$ cat src/lfd_pkg.sv
// Shared types and constants of the byte ring log FIFO device.
package lfd_pkg;

    localparam int FIFO_DEPTH  = 65536;
    localparam int ADDR_W      = $clog2(FIFO_DEPTH);
    localparam int CNT_W       = ADDR_W;
    localparam int QUEUE_DEPTH = 4;
    localparam int QPTR_W      = $clog2(QUEUE_DEPTH);

    localparam int CMD_W     = 4;
    localparam int SIZE_W    = 2;
    localparam int WDATA_W   = 64;
    localparam int RDATA_W   = 64;
    localparam int SIGNO_W   = 6;
    localparam int ARG_W     = 8;
    localparam int IN_TDATA_W  = 72;
    localparam int OUT_TDATA_W = 72;
    localparam int LEFT_W    = 4;

    localparam logic [CMD_W-1:0] CMD_PUT     = 4'd0;
    localparam logic [CMD_W-1:0] CMD_READ    = 4'd1;
    localparam logic [CMD_W-1:0] CMD_COUNT   = 4'd2;
    localparam logic [CMD_W-1:0] CMD_ENABLE  = 4'd3;
    localparam logic [CMD_W-1:0] CMD_ACK     = 4'd4;
    localparam logic [CMD_W-1:0] CMD_OPEN    = 4'd5;
    localparam logic [CMD_W-1:0] CMD_CLOSE   = 4'd6;
    localparam logic [CMD_W-1:0] CMD_MAP     = 4'd7;
    localparam logic [CMD_W-1:0] CMD_UNKNOWN = 4'd8;

    typedef enum logic [3:0] {
        OP_PUT,
        OP_READ,
        OP_COUNT,
        OP_ENABLE,
        OP_ACK,
        OP_OPEN,
        OP_CLOSE,
        OP_MAP,
        OP_UNKNOWN,
        OP_NONE
    } t_op;

    // one classified word as held in the queue
    typedef struct packed {
        t_op               op;
        logic [SIZE_W-1:0] size_code;
        logic [ARG_W-1:0]  arg;
    } t_entry;

    // queue status seen by the front and the back
    typedef struct packed {
        logic full;
        logic empty;
    } t_queue_status;

    typedef enum logic {
        ST_IDLE,
        ST_READ
    } t_back_state;

endpackage

$ cat src/lfd_queue.sv
// Short queue of decoded words between the front and the back.
module lfd_queue (
    input  logic                   i_clk,
    input  logic                   i_rst_n,
    input  logic                   i_push,
    input  lfd_pkg::t_entry        i_entry,
    input  logic                   i_pop,
    output lfd_pkg::t_entry        o_entry,
    output lfd_pkg::t_queue_status o_status
);

    lfd_pkg::t_entry                r_slot [lfd_pkg::QUEUE_DEPTH];
    logic [lfd_pkg::QPTR_W-1:0]     r_wptr;
    logic [lfd_pkg::QPTR_W-1:0]     r_rptr;
    logic [lfd_pkg::QPTR_W:0]       r_fill;
    logic                           w_push;
    logic                           w_pop;

    assign o_status.full  = (r_fill == (lfd_pkg::QPTR_W+1)'(lfd_pkg::QUEUE_DEPTH));
    assign o_status.empty = (r_fill == '0);
    assign w_push         = i_push && !o_status.full;
    assign w_pop          = i_pop && !o_status.empty;
    assign o_entry        = r_slot[r_rptr];

    always_ff @(posedge i_clk) begin
        if (w_push) begin
            r_slot[r_wptr] <= i_entry;
        end
    end

    always_ff @(posedge i_clk) begin
        if (!i_rst_n) begin
            r_wptr <= '0;
            r_rptr <= '0;
            r_fill <= '0;
        end else begin
            if (w_push) begin
                r_wptr <= r_wptr + 1'b1;
            end
            if (w_pop) begin
                r_rptr <= r_rptr + 1'b1;
            end
            if (w_push && !w_pop) begin
                r_fill <= r_fill + 1'b1;
            end else if (w_pop && !w_push) begin
                r_fill <= r_fill - 1'b1;
            end
        end
    end

endmodule

$ cat config.mk
export PLATFORM = sky130hd
export DESIGN_NAME = lfd_queue
export DESIGN_NICKNAME = d
export VERILOG_FILES = /design/src/lfd_pkg.sv /design/src/lfd_queue.sv
export SDC_FILE = /design/constraint.sdc
export NUM_CORES = 1
export LEC_CHECK = 0
export CAP_MARGIN = 10
export CELL_PAD_IN_SITES_DETAIL_PLACEMENT = 1
export CELL_PAD_IN_SITES_GLOBAL_PLACEMENT = 1
export CORE_MARGIN = 4
export CORE_UTILIZATION = 48
export DETAILED_ROUTE_END_ITERATION = 12
export DONT_BUFFER_PORTS = 1
export GPL_TIMING_DRIVEN = 1
export PLACE_DENSITY = 0.82
export SLEW_MARGIN = 25
export SYNTH_ARGS = -nofsm -noshare
export SYNTH_HDL_FRONTEND = slang
export SYNTH_SLANG_ARGS = --single-unit
$ cat constraint.sdc
create_clock -name i_clk -period 1.9 [get_ports i_clk]
set_input_delay 0.095 -clock i_clk [delete_from_list [all_inputs] [get_ports i_clk]]
set_output_delay 0.095 -clock i_clk [all_outputs]
set_load 0.02 [all_outputs]
==> flow_summary_export.csv <==
group,metric,value,unit
floorplan,die_h,80.5,um
finish,nFillCells,467,
timing,final.min_clock_period,1.89,ns
setup_path,r2r-end,"r_fill[2]",
setup_path,arrival,2.13,ns
yosys,ys_seq_area_share,73.8,%
finish,layout-drive-gt1-share,31.9,%
place,port_buffers,0,
floorplan,die_x,80.5,um
finish,stdcell_area,3050,um2
place,gp_congestion,0.661,
setup_path,rr_worst_depth,7,
outcome,status,"finished, final reports clean",
route,post_drt_via_cell_ratio,5.28,
grt,grt-ovfl-total,0,
setup_path,path_class,"reg2reg",
timing,setup_viol,0,
cts,clock_sinks,65,
setup_path,slowest_stage,"dfxtp_4",
timing,max_freq,530,MHz
finish,nets,179,
finish,diodes,0,
grt,grt_pass1_wl,7.06,mm
setup_path,reg2reg_setup_slack,0.01,ns
finish,syn2layout_area_growth,20.8,%
setup_path,path_max_fanout,6,
timing,layout_setup_ws,0.0137,ns
floorplan,dieArea,6480,um2
route,drc_errors,0,
cts,clk_path_buf_depth,2,
floorplan,start_util,49.4,%
timing,fin_skew,0.00510,ns
place,preCtsSetupSlack,-0.101,ns
yosys,syn_inst,121,
power,power_density,1330,nW/um2
setup_path,crit_chain,"o31ai_4, ha_4, inv_1, fa_2, xor2_1, or3_1, a21boi_1",
yosys,syn_area_per_cell,20.8,um2
yosys,ys_types,23,
floorplan,fp-row-count,26,
hold_path,holdPathStages,3,
yosys,ys_warn_count,0,
setup_path,r2r-start,"r_fill[2]",
grt,grt_pass1_vias,1361,
power,ir_drop,681,uV
grt,grtUsageTotal,15.3,%
grt,antenna_found_initial,0,
setup_path,crit_path_end_kind,"flop",
route,antenna_left,0,
timing,grt_setup_unrepaired,"true",
cts,cts_tree,"done",
cts,cts.htree.levels,3,
hold_path,hold-path-endpoint,"r_rptr[1]",
setup_path,cp-start-kind,"flop",
finish,final_common_cell,"edfxtp_1",
route,drt_iter0_drc,78,
timing,max_slew_margin,56.5,%
power,leakagePower,1.02,nW
grt,grt_start_max_net_pins,15,
route,dr.pass1.iters,4,
hold_path,min_from,"i_pop",
cts,cts_buffers,9,
cts,clk_latency,0.32,ns
route,dr_total_vias,1215,
cts,cts_root_buffer,"clkbuf_8",
finish,final_cell_mix,"edfxtp_1, dlygate4sd3_1, mux4_2",
route,post_drt_wl_per_cell,18.5,um
power,p_total,4.05,mW
yosys,syn-num-nets,145,
place,dpl_cell_area,2670,um2
floorplan,ioPinCount,34,
timing,timing.setup.tns,0,ns
timing,fin_crit_sh,99.3,%
timing,slew_violations,0,
yosys,syn_area,2520,um2
floorplan,fp.coreArea,5110,um2
setup_path,cp.required,2.15,ns
setup_path,cpPeakStageDelay,0.37,ns
timing,tightestPinTransition,0.647,ns
yosys,synth_seq_cells,65,
timing,final_hold_viol_count,0,
hold_path,hold_class,"in2reg",
flow_run,cap_violations,0,
cts,clk_pin_slew,0.07,ns
route,postRouteWirelength,4.26,mm
place,dp_hpwl,2.83,mm
[per-layer routing]
layer	GRT usage, %	vias to the layer above	part of all wire, %
met5	0	-	0
met3	3.70	13	4.9
met1	17.5	624	39
met2	26.4	34	53
li1	-	544	-
met4	7.94	0	2.5
[cell families (layout without fill, tap and decap cells)]
logic type / Yosys count / in the layout / share of synthesized area, %
flip-flops: 65 / 65 / 73.8
XOR/XNOR: 4 / 4 / 1.39
buffers and inverters: 8 / 47 / 2.48
AO/OA/AOI/OAI: 4 / 4 / 1.34
multiplexers: 17 / 17 / 13.7
AND/OR/NAND/NOR: 17 / 17 / 4.02
adder cells (fa/ha/maj): 6 / 6 / 3.27
[synthesized netlist by cell type, drive strengths merged]
cell    number  area, um2
nor3b        1       12.5
xnor2        3       26.3
and2         8       50.1
o311ai       1       8.76
edfxtp      56       1680
o21ai        1       5.00
fa           1       20.0
clkbuf       1       3.75
nor3         1       5.00
inv          3       11.3
nor2b        2       12.5
xor2         1       8.76
nand2        4       15.0
a21boi       1       7.51
buf          4       47.5
mux2i        3       30.0
mux4        14        315
or3          1       6.26
dfxtp        9        180
ha           5       62.6
o31ai        1       12.5
[per-stage QoR]
stage                     hold slack, ns  cells  utilization (%)
final                              0.126    230             59.7
after global placement             0.194    197             52.2
after CTS                          0.112    230             59.6
after global routing               0.131    230             59.7
after detailed placement           0.194    197             52.2
after floorplan                    0.194    121                -
[layout make-up]
type	count	area, um2	area share (%)
Sequential cell	65	1870	61.4
Multi-Input combinational cell	48	636	20.9
Timing Repair Buffer	28	248	8.13
Clock buffer	9	124	4.06
Tap cell	70	87.6	2.87
Clock inverter	7	71.3	2.34
Inverter	3	11.3	0.369
[where the power goes]
part / total (mW) / internal, mW / switching (mW) / leakage [nW]
clock: 1.10 / 0.602 / 0.499 / 0.0912
combinational: 1.09 / 0.492 / 0.599 / 0.341
sequential: 1.86 / 1.75 / 0.104 / 0.589
total: 4.05 / 2.85 / 1.20 / 1.02
[worst max-delay path by stage]
stage	cells past startpoint	slack (ns)	start	endpoint
2_1_floorplan	9	0.001	r_fill[2]	r_fill[2]
3_3_place_gp	8	0.02	r_fill[2]	r_fill[2]
3_5_place_dp	7	-0.10	r_fill[1]	r_fill[2]
4_1_cts	8	0.003	r_fill[2]	r_fill[2]
5_1_grt	7	-0.06	r_fill[2]	r_fill[2]
6_report	7	0.01	r_fill[2]	r_fill[2]
[critical path: cells and delay by family, from the launching register on]
family / cells / cell delay (ns)
AO/OA/AOI/OAI: 2 / 0.44
XOR/XNOR: 1 / 0.15
adder cells (fa/ha/maj): 2 / 0.50
buffers and inverters: 1 / 0.05
flip-flops: 1 / 0.37
AND/OR/NAND/NOR: 1 / 0.31
[registers in the layout, indices dropped and copies added, names as in the netlist, named ones only]
register  flops
r_rptr        2
r_fill        3
r_wptr        2
r_slot       56
[repair_timing]
| action | in CTS | in global routing |
|---|---|---|
| hold buffers | 15 | 0 |
| pin swaps | 2 | 0 |
| buffers inserted | 2 | 0 |
| hold endpoints to repair | 65 | 0 |
| gates resized for setup | 4 | 1 |
| setup endpoints to repair | 1 | 1 |
Power figures use the tool's default switching activity.
